File: config.mk
export PLATFORM = sky130hd
export DESIGN_NAME = sensor_freshness_drive_gate
export DESIGN_NICKNAME = d
export VERILOG_FILES = /design/src/design/sfdg_pkg.sv /design/src/design/sfdg_cfg.sv /design/src/design/sfdg_observe.sv /design/src/design/sfdg_tick.sv /design/src/design/sensor_freshness_drive_gate.sv
export SDC_FILE = /design/constraint.sdc
export NUM_CORES = 2
export LEC_CHECK = 0
export ABC_CLOCK_PERIOD_IN_PS = 7700
export BUFFER_PORTS_ARGS = -buffer_cell sky130_fd_sc_hd__clkbuf_2
export CAP_MARGIN = 20
export CORE_UTILIZATION = 56
export CTS_CLUSTER_SIZE = 12
export DETAILED_ROUTE_END_ITERATION = 12
export GPL_TIMING_DRIVEN = 0
export HOLD_SLACK_MARGIN = 0.1
export PLACE_DENSITY = 0.79
export SYNTH_ARGS = -nofsm -noshare
export SYNTH_HDL_FRONTEND = slang
export SYNTH_SLANG_ARGS = --single-unit
File: constraint.sdc
create_clock -name clk_i -period 7.7 [get_ports clk_i]
set_input_delay 0.385 -clock clk_i [delete_from_list [all_inputs] [get_ports clk_i]]
set_output_delay 0.385 -clock clk_i [all_outputs]
set_load 0.03 [all_outputs]
File: src/design/sfdg_pkg.sv
// sfdg_pkg: shared types, codes and constants of the sensor freshness drive gate
// depends on nothing; used by every module in design/

package sfdg_pkg;

  // operation selector carried in tuser
  typedef enum logic [1:0] {
    FUNC_OBSERVE    = 2'd0,
    FUNC_INVALIDATE = 2'd1,
    FUNC_TICK       = 2'd2,
    FUNC_QUERY      = 2'd3
  } func_e;

  // drive decision reported with each result
  typedef enum logic [1:0] {
    MODE_INHIBIT = 2'd0,
    MODE_BRAKE   = 2'd1,
    MODE_RUN     = 2'd2,
    MODE_NO_TICK = 2'd3
  } mode_e;

  // register indexes, byte address is 4 * index
  typedef enum logic [1:0] {
    REG_MAX_AGE   = 2'd0,
    REG_TIMEOUT   = 2'd1,
    REG_RAMP_STEP = 2'd2,
    REG_NONE      = 2'd3
  } reg_e;

  localparam int unsigned PaddrW  = 4;
  localparam int unsigned ItemDataW = 200;
  localparam int unsigned ResDataW  = 56;

  localparam logic [31:0] MaxAgeRst   = 32'd100000;
  localparam logic [15:0] TimeoutRst  = 16'd50;
  localparam logic [14:0] RampStepRst = 15'd64;

  localparam int unsigned WarmupFramesDef = 3;

  // full scale of the speed scale, 1.0 in q1.15
  localparam logic signed [16:0] ScaleOne = 17'sd32768;

  typedef struct packed {
    logic [31:0] max_age_us;
    logic [15:0] timeout_ticks;
    logic [14:0] ramp_step;
  } cfg_t;

  typedef struct packed {
    logic [15:0]        age_ticks;
    logic               started;
    logic               stop;
    logic [31:0]        timeout_total;
    logic               valid;
    logic [1:0]         warmup_count;
    logic [31:0]        last_seq;
    logic [31:0]        obs_time;
    logic [31:0]        obs_epoch;
    logic [31:0]        accept_time;
    logic [15:0]        obs_scale;
    logic signed [15:0] target;
  } state_t;

  typedef struct packed {
    func_e              func;
    logic [31:0]        now_us;
    logic [31:0]        rx_epoch;
    logic [31:0]        seq;
    logic [31:0]        scan_time_us;
    logic [31:0]        epoch;
    logic signed [16:0] scale;
    logic signed [15:0] setpoint;
    logic               reverse;
  } item_t;

  typedef struct packed {
    logic               permitted;
    logic               valid_res;
    logic               started;
    logic               stop_latched;
    logic [31:0]        timeout_count;
    mode_e              drive_mode;
    logic signed [15:0] effective_target;
    logic [1:0]         warmup_level;
  } res_t;

endpackage

File: src/design/sfdg_cfg.sv
// sfdg_cfg: apb register file holding max age, timeout and ramp step
// depends on sfdg_pkg

module sfdg_cfg (
  input  logic                         clk_i,
  input  logic                         rst_ni,
  input  logic                         psel,
  input  logic                         penable,
  input  logic                         pwrite,
  input  logic [sfdg_pkg::PaddrW-1:0]  paddr,
  input  logic [31:0]                  pwdata,
  output logic [31:0]                  prdata,
  output logic                         pready,
  output sfdg_pkg::cfg_t               cfg_o
);

  sfdg_pkg::cfg_t cfg_q, cfg_d;
  sfdg_pkg::reg_e idx;
  logic           wr_en;

  assign idx    = sfdg_pkg::reg_e'(paddr[3:2]);
  assign wr_en  = psel & penable & pwrite;
  assign pready = 1'b1;
  assign cfg_o  = cfg_q;

  always_comb begin
    cfg_d = cfg_q;
    if (wr_en) begin
      case (idx)
        sfdg_pkg::REG_MAX_AGE:   cfg_d.max_age_us    = pwdata;
        sfdg_pkg::REG_TIMEOUT:   cfg_d.timeout_ticks = pwdata[15:0];
        sfdg_pkg::REG_RAMP_STEP: cfg_d.ramp_step     = pwdata[14:0];
        default:                 cfg_d = cfg_q;
      endcase
    end
  end

  always_comb begin
    case (idx)
      sfdg_pkg::REG_MAX_AGE:   prdata = cfg_q.max_age_us;
      sfdg_pkg::REG_TIMEOUT:   prdata = {16'd0, cfg_q.timeout_ticks};
      sfdg_pkg::REG_RAMP_STEP: prdata = {17'd0, cfg_q.ramp_step};
      default:                 prdata = 32'd0;
    endcase
  end

  always_ff @(posedge clk_i or negedge rst_ni) begin
    if (!rst_ni) begin
      cfg_q.max_age_us    <= sfdg_pkg::MaxAgeRst;
      cfg_q.timeout_ticks <= sfdg_pkg::TimeoutRst;
      cfg_q.ramp_step     <= sfdg_pkg::RampStepRst;
    end else begin
      cfg_q <= cfg_d;
    end
  end

endmodule

File: src/design/sfdg_observe.sv
// sfdg_observe: next state for an offered scan, acceptance checks and warmup count
// depends on sfdg_pkg

module sfdg_observe #(
  parameter int unsigned WarmupFrames = sfdg_pkg::WarmupFramesDef
) (
  input  sfdg_pkg::state_t st_i,
  input  sfdg_pkg::cfg_t   cfg_i,
  input  sfdg_pkg::item_t  item_i,
  output sfdg_pkg::state_t st_o,
  output logic             accepted_o
);

  localparam logic [1:0] WarmupLvl = 2'(WarmupFrames);

  logic [31:0] front_age;
  logic [31:0] accept_gap;
  logic        reject;
  logic        restart;
  logic [1:0]  warm_base;
  logic [1:0]  warm_new;

  assign front_age  = item_i.now_us - item_i.scan_time_us;
  assign accept_gap = item_i.now_us - st_i.accept_time;

  assign reject = st_i.stop || (item_i.epoch != item_i.rx_epoch) ||
                  (front_age > cfg_i.max_age_us) || (item_i.seq == st_i.last_seq);

  // broken sequence or a long gap since the last accepted scan restarts warmup
  assign restart   = (item_i.seq != (st_i.last_seq + 32'd1)) ||
                     (accept_gap > cfg_i.max_age_us);
  assign warm_base = restart ? 2'd0 : st_i.warmup_count;
  assign warm_new  = (warm_base < WarmupLvl) ? warm_base + 2'd1 : warm_base;

  assign accepted_o = ~reject;

  always_comb begin
    st_o = st_i;
    if (reject) begin
      st_o.valid        = 1'b0;
      st_o.warmup_count = 2'd0;
    end else begin
      st_o.last_seq     = item_i.seq;
      st_o.obs_time     = item_i.scan_time_us;
      st_o.obs_epoch    = item_i.epoch;
      st_o.accept_time  = item_i.now_us;
      if (item_i.scale < 17'sd0) begin
        st_o.obs_scale = 16'd0;
      end else if (item_i.scale > sfdg_pkg::ScaleOne) begin
        st_o.obs_scale = sfdg_pkg::ScaleOne[15:0];
      end else begin
        st_o.obs_scale = item_i.scale[15:0];
      end
      st_o.warmup_count = warm_new;
      st_o.valid        = (warm_new >= WarmupLvl);
      if (warm_new >= WarmupLvl) begin
        st_o.age_ticks = 16'd0;
        st_o.started   = 1'b1;
      end
    end
  end

endmodule

File: src/design/sfdg_tick.sv
// sfdg_tick: timeout guard, staleness check, drive mode and ramped target for a tick
// depends on sfdg_pkg

module sfdg_tick (
  input  sfdg_pkg::state_t   st_i,
  input  sfdg_pkg::cfg_t     cfg_i,
  input  logic               fresh_i,
  input  logic signed [15:0] setpoint_i,
  input  logic               reverse_i,
  output sfdg_pkg::state_t   st_o,
  output sfdg_pkg::mode_e    mode_o
);

  logic [15:0]        age_new;
  logic               guard;
  logic               stop_new;
  logic               valid_new;
  logic signed [32:0] prod;
  logic signed [17:0] req;
  logic signed [17:0] ceiling;
  logic signed [15:0] run_target;

  assign guard    = st_i.started & ~st_i.stop;
  assign age_new  = (guard && (st_i.age_ticks < cfg_i.timeout_ticks)) ?
                    st_i.age_ticks + 16'd1 : st_i.age_ticks;
  assign stop_new = st_i.stop | (guard & (age_new >= cfg_i.timeout_ticks));
  assign valid_new = st_i.valid & fresh_i;

  // floor(setpoint * scale / 2^15), arithmetic shift floors both signs
  assign prod    = setpoint_i * $signed({1'b0, st_i.obs_scale});
  assign req     = prod[32:15];
  assign ceiling = 18'(st_i.target) + $signed({3'b000, cfg_i.ramp_step});
  assign run_target = (req > ceiling) ? ceiling[15:0] : req[15:0];

  always_comb begin
    st_o           = st_i;
    st_o.age_ticks = age_new;
    st_o.stop      = stop_new;
    if (stop_new && !st_i.stop) begin
      st_o.timeout_total = st_i.timeout_total + 32'd1;
    end
    if (!fresh_i) begin
      st_o.valid        = 1'b0;
      st_o.warmup_count = 2'd0;
    end
    if (!st_i.started || stop_new || !valid_new) begin
      st_o.target = 16'sd0;
      mode_o      = sfdg_pkg::MODE_INHIBIT;
    end else if (reverse_i) begin
      mode_o      = sfdg_pkg::MODE_BRAKE;
    end else begin
      st_o.target = run_target;
      mode_o      = sfdg_pkg::MODE_RUN;
    end
  end

endmodule

File: src/design/sensor_freshness_drive_gate.sv
// sensor_freshness_drive_gate: top level, item and result registers plus gate state
// depends on sfdg_pkg, sfdg_cfg, sfdg_observe, sfdg_tick
//
// channel   | dir | handshake                  | payload
// s_axis    | in  | tvalid/tready              | tdata 200 b scan and tick fields, tuser func
// m_axis    | out | tvalid/tready              | tdata 56 b result fields
// apb       | in  | psel/penable/pwrite/pready | paddr 4 b, pwdata/prdata 32 b
//
// one item per clock sustained while m_axis_tready stays high: the input register feeds
// combinational observe/tick logic; the gate state and the result register, which
// holds the report, load together; m_axis_tvalid rises when the item moves from the
// item register into the result register; successive items wait only on m_axis_tready
// rst_ni clears gate state and valid flags at once; config registers return to defaults
// s_axis_tready drops only while both stages are full and m_axis_tready is low

module sensor_freshness_drive_gate #(
  parameter int unsigned WarmupFrames = sfdg_pkg::WarmupFramesDef
) (
  input  logic                              clk_i,
  input  logic                              rst_ni,
  // scan/tick items
  input  logic                              s_axis_tvalid,
  output logic                              s_axis_tready,
  // [31:0] now_us, [63:32] rx_epoch, [95:64] seq, [127:96] scan_time_us,
  // [159:128] epoch, [176:160] scale, [192:177] setpoint, [193] reverse, rest zero
  input  logic [sfdg_pkg::ItemDataW-1:0]    s_axis_tdata,
  // [1:0] func
  input  logic [1:0]                        s_axis_tuser,
  // results
  output logic                              m_axis_tvalid,
  input  logic                              m_axis_tready,
  // [0] permitted, [1] valid_res, [2] started, [3] stop_latched,
  // [35:4] timeout_count, [37:36] drive_mode, [53:38] effective_target,
  // [55:54] warmup_level
  output logic [sfdg_pkg::ResDataW-1:0]     m_axis_tdata,
  // register port
  input  logic                              psel,
  input  logic                              penable,
  input  logic                              pwrite,
  input  logic [sfdg_pkg::PaddrW-1:0]       paddr,
  input  logic [31:0]                       pwdata,
  output logic [31:0]                       prdata,
  output logic                              pready
);

  sfdg_pkg::cfg_t   cfg;
  sfdg_pkg::item_t  item_q, item_d;
  logic             item_vld_q;
  sfdg_pkg::state_t st_q, st_d;
  sfdg_pkg::state_t st_obs, st_tick;
  sfdg_pkg::mode_e  tick_mode;
  sfdg_pkg::res_t   res_q, res_d;
  logic             res_vld_q;
  logic             obs_ok;
  logic             fresh;
  logic             advance;
  logic             take_in;
  logic [31:0]      obs_age;

  sfdg_cfg u_cfg (
    .clk_i   (clk_i),
    .rst_ni  (rst_ni),
    .psel    (psel),
    .penable (penable),
    .pwrite  (pwrite),
    .paddr   (paddr),
    .pwdata  (pwdata),
    .prdata  (prdata),
    .pready  (pready),
    .cfg_o   (cfg)
  );

  // the item register moves on whenever the result register is free or draining
  assign advance       = item_vld_q & (~res_vld_q | m_axis_tready);
  assign s_axis_tready = ~item_vld_q | advance;
  assign take_in       = s_axis_tvalid & s_axis_tready;

  always_comb begin
    item_d.func         = sfdg_pkg::func_e'(s_axis_tuser);
    item_d.now_us       = s_axis_tdata[31:0];
    item_d.rx_epoch     = s_axis_tdata[63:32];
    item_d.seq          = s_axis_tdata[95:64];
    item_d.scan_time_us = s_axis_tdata[127:96];
    item_d.epoch        = s_axis_tdata[159:128];
    item_d.scale        = s_axis_tdata[176:160];
    item_d.setpoint     = s_axis_tdata[192:177];
    item_d.reverse      = s_axis_tdata[193];
  end

  // freshness of the stored observation against this item's time and epoch
  assign obs_age = item_q.now_us - st_q.obs_time;
  assign fresh   = (st_q.obs_epoch == item_q.rx_epoch) && (obs_age <= cfg.max_age_us);

  sfdg_observe #(
    .WarmupFrames (WarmupFrames)
  ) u_observe (
    .st_i       (st_q),
    .cfg_i      (cfg),
    .item_i     (item_q),
    .st_o       (st_obs),
    .accepted_o (obs_ok)
  );

  sfdg_tick u_tick (
    .st_i       (st_q),
    .cfg_i      (cfg),
    .fresh_i    (fresh),
    .setpoint_i (item_q.setpoint),
    .reverse_i  (item_q.reverse),
    .st_o       (st_tick),
    .mode_o     (tick_mode)
  );

  always_comb begin
    st_d = st_q;
    case (item_q.func)
      sfdg_pkg::FUNC_OBSERVE: st_d = st_obs;
      sfdg_pkg::FUNC_INVALIDATE: begin
        st_d.valid        = 1'b0;
        st_d.warmup_count = 2'd0;
      end
      sfdg_pkg::FUNC_TICK:    st_d = st_tick;
      sfdg_pkg::FUNC_QUERY:   st_d = st_q;
      default:                st_d = st_q;
    endcase
  end

  // an accepted scan is fresh by its own checks, otherwise the stored one decides
  always_comb begin
    res_d.permitted        = st_d.started & ~st_d.stop & st_d.valid &
                             (((item_q.func == sfdg_pkg::FUNC_OBSERVE) & obs_ok) | fresh);
    res_d.valid_res        = st_d.valid;
    res_d.started          = st_d.started;
    res_d.stop_latched     = st_d.stop;
    res_d.timeout_count    = st_d.timeout_total;
    res_d.drive_mode       = (item_q.func == sfdg_pkg::FUNC_TICK) ?
                             tick_mode : sfdg_pkg::MODE_NO_TICK;
    res_d.effective_target = st_d.target;
    res_d.warmup_level     = st_d.warmup_count;
  end

  always_ff @(posedge clk_i or negedge rst_ni) begin
    if (!rst_ni) begin
      item_vld_q <= 1'b0;
      res_vld_q  <= 1'b0;
      st_q       <= '0;
    end else begin
      if (take_in) begin
        item_vld_q <= 1'b1;
      end else if (advance) begin
        item_vld_q <= 1'b0;
      end
      if (advance) begin
        res_vld_q <= 1'b1;
        st_q      <= st_d;
      end else if (m_axis_tready) begin
        res_vld_q <= 1'b0;
      end
    end
  end

  // payload registers
  always_ff @(posedge clk_i) begin
    if (take_in) begin
      item_q <= item_d;
    end
    if (advance) begin
      res_q <= res_d;
    end
  end

  assign m_axis_tvalid = res_vld_q;
  assign m_axis_tdata  = {res_q.warmup_level, res_q.effective_target, res_q.drive_mode,
                          res_q.timeout_count, res_q.stop_latched, res_q.started,
                          res_q.valid_res, res_q.permitted};

endmodule
== Word level (Yosys, flattened, before mapping) ==
Cells that the tools add are included.

* Bitwise logic cells: 21
* Reductions and logical operators: 22
* Eq/ne operators: 11
* Order comparisons: 10
* Multipliers: 1
* $add $sub $neg: 8
* Multiplexer cells: 24

{| class="wikitable"
|+ Operators with widths
! cell !! count
|-
| 160-bit case mux with 2 select lines || 1
|-
| 144-bit two-way mux || 1
|-
| 50-bit case mux with 2 select lines || 1
|-
| 16-bit two-way mux || 6
|-
| 32-bit case mux with 3 select lines || 1
|-
| 32-bit subtractor || 3
|-
| 32-bit by 1-bit adder with 32-bit output, second input constant || 2
|-
| 32-bit == test || 2
|-
| 32-bit greater-than comparator || 2
|-
| 32-bit inequality test || 2
|-
| 17-bit two-way mux || 2
|-
| 16-bit by 17-bit multiplier with 33-bit output || 1
|-
| 32-bit <= comparator || 1
|-
| 32-bit two-way mux || 1
|-
| 18-bit greater-than comparator || 1
|-
| 16-bit by 16-bit adder with 17-bit output || 1
|-
| 17-bit greater-than comparator, second input constant || 1
|-
| 17-bit by 1-bit less-than comparator with 1-bit output, second input constant || 1
|-
| 16-bit by 1-bit adder with 16-bit output, second input constant || 1
|-
| 16-bit greater-or-equal comparator || 1
|-
| 16-bit less-than comparator || 1
|-
| 3-bit case mux with 4 select lines || 1
|-
| 1-bit bitwise AND || 11
|-
| 2-bit two-way mux || 4
|-
| other kinds (18) || 48
|}

* Register bits: 530
* Bits of input ports: 245
* Output and inout port bits: 91
* Logic and storage cells: 131

== Logic depth before layout (Yosys ltp) ==
* Word-level depth: 14
* Depth in mapped cells: 37
* Mapped depth without buffers: 35

== Cells and area by module ==
Synthesis repeated with hierarchy kept, for this count alone.

* Cell total of the unflattened synthesis: 4593
* Area, all modules: 45797.7 µm²

{| class="wikitable"
|+ By module, submodules not included
! module !! cells each !! instances !! area each (µm²) !! seq. area each (µm²)
|-
| sensor_freshness_drive_gate || 1636 || 1 || 21167.8 || 12947.4
|-
| sfdg_tick || 1561 || 1 || 12967.4 || 0.0
|-
| sfdg_observe || 1188 || 1 || 8817.2 || 0.0
|-
| sfdg_cfg || 208 || 1 || 2845.2 || 1589.0
|}

== Worst setup path after synthesis ==
Ideal clock, no wire load.

* Path type: flip-flop to flip-flop
* Start: reg item_q[16] (netlist bit)
* End: reg res_q, in the netlist m_axis_tdata[44], data pin
* Data arrival time: 8.043 ns
* Buffers on the path: 1
* Cell stages (with the launch flop): 35
* Path slack: -0.609 ns
* Period minus slack after synthesis: 8.309 ns
* Library setup time: 0.266 ns
* Cell sequence: edfxtp_1 clkinv_1 nor2_1 fa_1 fa_1 fa_1 fa_1 fa_1 inv_1 fa_1 inv_1 ha_1 a21o_1 a21oi_1 nand2_1 o2bb2ai_1 a41o_1 a211oi_4 nor2b_1 o21a_1 o21a_1 o21a_1 nor2_1 xnor2_1 ha_1 inv_1 nor2_1 nor2_1 nand2_1 a21o_1 a2111oi_2 a221oi_4 buf_6 mux2i_1 o21ai_1

{| class="wikitable"
|+ RTL lines
! item !! line !! RTL
|-
| start: declaration || sensor_freshness_drive_gate.sv:47 || <nowiki>sfdg_pkg::item_t item_q, item_d;</nowiki>
|-
| start signal: assignment || sensor_freshness_drive_gate.sv:165 || <nowiki>item_q <= item_d;</nowiki>
|-
| end signal: assignment || sensor_freshness_drive_gate.sv:168 || <nowiki>res_q <= res_d;</nowiki>
|-
| end: declaration || sensor_freshness_drive_gate.sv:52 || <nowiki>sfdg_pkg::res_t res_q, res_d;</nowiki>
|}

==> summary.json <==
{
  "synth_top_cells_by_area": {"value": "edfxtp_1 19%, dfrtp_1 17%, ha_1 12%"},
  "report.final.setup_viol": {"value": 32},
  "cp_data_required_time": {"value": 8.14, "unit": "ns"},
  "grt_overflow": {"value": 0},
  "cts.sinks": {"value": 530},
  "power.static_leakage": {"value": 22.1, "unit": "nW"},
  "setup_repair_after_global_routing_missed_its_margin": {"value": "yes"},
  "dieHeight": {"value": 266, "unit": "µm"},
  "grt_first_pass_wirelength": {"value": 178000, "unit": "µm"},
  "unique_masters_post_synth": {"value": 94},
  "die_area": {"value": 70700, "unit": "µm²"},
  "finalSetupTns": {"value": -23.51, "unit": "ns"},
  "avgViaCountPerCell": {"value": 5.74},
  "synth.yosys.seq_area_share": {"value": 0.373},
  "gpl_congestion": {"value": 0.972},
  "max_slew.worst_pin.slew": {"value": 1.07, "unit": "ns"},
  "finalMaxSlewViolations": {"value": 0},
  "cell_internal_power_dissipation": {"value": 5.48, "unit": "mW"},
  "crit_slowest_cell": {"value": "fa_2"},
  "flip_flop_and_latch_area": {"value": 14600, "unit": "µm²"},
  "dr.first_iter.drc_count": {"value": 2662},
  "post_layout_nonfiller_instances": {"value": 5658},
  "final_core_utilization": {"value": 0.694},
  "seq_power_share": {"value": 0.416},
  "clock_tree.htree_level_count": {"value": 2},
  "failed_checks": {"value": "negative setup slack"},
  "crit_family": {"value": "adder cells"},
  "post-synth-top-area-fraction": {"value": 0.194},
  "floorplan.io_pins": {"value": 336},
  "synthesis.nets": {"value": 4801},
  "power.net_switching": {"value": 2.46, "unit": "mW"},
  "final.period_utilization": {"value": 1.11},
  "post_synth_instance_area": {"value": 39000, "unit": "µm²"},
  "timing.slew.headroom": {"value": 0.287},
  "switching_share": {"value": 0.309},
  "hold_class": {"value": "in -> reg"},
  "yosys.area.top_type": {"value": "edfxtp_1"},
  "critPathBufInv": {"value": 7},
  "post_synth_edffs": {"value": 252},
  "crit_path_start_kind": {"value": "register"},
  "r2r_setup_slack": {"value": -0.85, "unit": "ns"},
  "grt_start_max_net_pins": {"value": 108},
  "drive_gt1_frac": {"value": 0.153},
  "ys_seq_elements": {"value": 530},
  "count_of_fill_cells_added_during_filler_insertion": {"value": 4930},
  "first_global_vias": {"value": 33069},
  "floorplan.die.width": {"value": 266, "unit": "µm"},
  "finalHoldViolations": {"value": 0},
  "worstSetupPathType": {"value": "reg -> reg"},
  "dr.pass1.iters": {"value": 7},
  "synthArstFlopShare": {"value": 0.525},
  "nNetsFinal": {"value": 5490},
  "core-area": {"value": 68700, "unit": "µm²"},
  "std_cell_rows": {"value": 96},
  "ys_warn_count": {"value": 0},
  "final_antenna_violating_net_count": {"value": 0},
  "antenna_found_initial": {"value": 4},
  "post-place-cells": {"value": 5251},
  "cpPeakStageDelay": {"value": 0.57, "unit": "ns"},
  "cts.reportedPaths.clkPinSlew": {"value": 0.06, "unit": "ns"},
  "power_share_of_the_clock_group": {"value": 0.352},
  "capturing_element_type_of_the_critical_path": {"value": "register"},
  "max-vdd-ir-drop": {"value": 0.000277, "unit": "V"},
  "hold-worst-slack": {"value": 0.272, "unit": "ns"},
  "fin_crit": {"value": 8.55, "unit": "ns"},
  "route.detailed.drc": {"value": 0},
  "outcome": {"value": "finished, violations left"},
  "worstPathMaxFanout": {"value": 5},
  "postSynth.topFlopCell": {"value": "dfrtp_1"},
  "syn-instance-count": {"value": 3986},
  "pwr_density_cell": {"value": 166, "unit": "nW/µm²"},
  "cts_tree": {"value": "yes"},
  "max_cap_violations": {"value": 0},
  "clk_path_buf_depth": {"value": 3},
  "dp_hpwl": {"value": 80300, "unit": "µm"},
  "port-buffer-count": {"value": 324},
  "finalClockSkew": {"value": 0.0664, "unit": "ns"},
  "routed_wl": {"value": 115000, "unit": "µm"},
  "initial_utilization": {"value": 0.567},
  "insertion_delay": {"value": 0.67, "unit": "ns"},
  "wl_per_cell": {"value": 20.3, "unit": "µm"},
  "average_footprint_of_a_synthesized_cell": {"value": 9.78, "unit": "µm²"},
  "root_driver": {"value": "clkbuf_16"},
  "cts-buffers-inserted": {"value": 59},
  "num_vias": {"value": 32454},
  "total_area_of_multi_input_combinational_cells": {"value": 22900, "unit": "µm²"},
  "comb_power_share": {"value": 0.232},
  "syn2layout_area_growth": {"value": 22.3, "unit": "%"},
  "grt.total_usage": {"value": 0.323},
  "layout_setup_ws": {"value": -0.851, "unit": "ns"},
  "clock.fmax": {"value": 117, "unit": "MHz"},
  "critPathArrivalTime": {"value": 8.99, "unit": "ns"}
}
[cell usage after synthesis, types with 7 or more instances]
| cell type | number |
|---|---|
| o2bb2ai_1 | 17 |
| fa_1 | 197 |
| nor2_1 | 145 |
| nor2b_1 | 32 |
| xor2_1 | 86 |
| xnor2_1 | 222 |
| and2_1 | 121 |
| clkbuf_1 | 105 |
| a31oi_1 | 15 |
| edfxtp_1 | 252 |
| o21ai_1 | 32 |
| mux2i_1 | 34 |
| a211oi_1 | 13 |
| a21oi_1 | 133 |
| mux2_2 | 23 |
| o21bai_1 | 17 |
| nand4_1 | 84 |
| a21o_1 | 89 |
| o211ai_1 | 11 |
| nand3_1 | 91 |
| dfstp_2 | 10 |
| o21ai_0 | 214 |
| or3_1 | 8 |
| o21a_1 | 26 |
| or2_2 | 7 |
| nand2_1 | 596 |
| and3_1 | 23 |
| inv_1 | 454 |
| o31ai_1 | 16 |
| dfrtp_1 | 268 |
| nand2b_1 | 42 |
| a2111oi_0 | 7 |
| ha_1 | 373 |
| nor4_1 | 18 |
| nor3_1 | 68 |
| a31o_1 | 7 |
[layout make-up]
cell class / count / share of cell area
repair buffers: 628 / 0.0985
clock buffers: 85 / 0.0335
multi-input cells: 2881 / 0.481
diodes: 3 / 0.000158
clock inverters: 25 / 0.00596
flip-flops and latches: 530 / 0.305
inverters: 455 / 0.0359
well taps: 931 / 0.0244
plain buffers: 120 / 0.0153
[cell usage in the layout (no fill, tap or decap), types with 137 or more instances in the layout]
master and count:
dfrtp_1 254, o21ai_0 213, inv_1 445, nand2_1 595, fa_1 189, xnor2_1 219
ha_1 365, dlygate4sd3_1 231, nor2_1 137, clkbuf_2 337, edfxtp_1 252
[tightest hold or removal path, cell delays in order]
cell and delay (ns):
clkbuf_2 0.08, nand3_1 0.17, nor3_1 0.11, nand2_1 0.07
o21ai_0 0.06
[registers in the layout, indices dropped and copies added (netlist names)]
signal,flops
st_q,213
item_q,196
u_cfg.cfg_o,63
m_axis_tdata,56
item_vld_q,1
m_axis_tvalid,1
[cells by family (layout without fill, tap and decap cells)]
logic type | count (synthesis) | in the layout | synth area share
AO/OA/AOI/OAI | 654 | 654 | 0.105
XOR/XNOR | 309 | 309 | 0.0698
adder cells (fa/ha/maj) | 572 | 572 | 0.221
buffers and inverters | 575 | 1313 | 0.0574
flip-flops | 530 | 530 | 0.373
multiplexers | 57 | 57 | 0.0154
other | 1 | 4 | 0.0000962
AND/OR/NAND/NOR | 1288 | 1288 | 0.158
[path summary, 6_finish.rpt]
| check | from | endpoint | depth (start not counted) |
|---|---|---|---|
| worst min register to register | st_q[108]$_DFFE_PN0P_ | st_q[108]$_DFFE_PN0P_ | 2 |
| worst max register to register | item_q[6]$_DFFE_PP_ | m_axis_tdata[38]$_DFFE_PP_ | 33 |
| worst min-delay path | penable | u_cfg.cfg_o[32]$_DFFE_PN0P_ | 5 |
| min in group asynchronous | rst_ni | st_q[106]$_DFFE_PN0P_ | 3 |
| max in group asynchronous | rst_ni | st_q[18]$_DFFE_PN0P_ | 4 |
| worst max-delay path | item_q[6]$_DFFE_PP_ | m_axis_tdata[38]$_DFFE_PP_ | 33 |
[metal layers]
| layer | global-route usage | vias up | share of wire |
|---|---|---|---|
| met5 | 0 | - | 0.00011 |
| met4 | 0.158 | 2 | 0.055 |
| met3 | 0.0507 | 385 | 0.070 |
| met2 | 0.565 | 1396 | 0.50 |
| met1 | 0.387 | 15739 | 0.38 |
| li1 | - | 14932 | - |
[power by group through the flow]
| stage | sequential, mW | combinational [mW] | clock [mW] |
|---|---|---|---|
| after floorplan | 3.35 | 1.05 | 0 |
| after global placement | 3.37 | 1.52 | 0 |
| after detailed placement | 3.35 | 1.58 | 0 |
| after CTS | 3.30 | 1.76 | 2.80 |
| after global routing | 3.32 | 2.01 | 2.92 |
| final | 3.30 | 1.84 | 2.79 |
[stage by stage]
step                      total power, mW  setup WS [ns]  area [µm²]
after detailed placement             4.93          -1.83       42200
after CTS                            7.85         -0.736       47400
after global placement               4.90          -1.70       42000
final                                7.93         -0.851       47700
after global routing                 8.25          -1.11       47600
after floorplan                      4.40         -0.317       39200
[timing repair]
action | 4_1_cts | 5_1_grt
gates resized for setup | 127 | 52
pin swaps | 52 | 11
hold endpoints to repair | 431 | 0
cloned | 1 | 0
setup endpoints to repair | 174 | 183
setup buffers | 52 | 10
hold buffers | 231 | 0
Note: power is estimated with default switching activity, not from simulation.
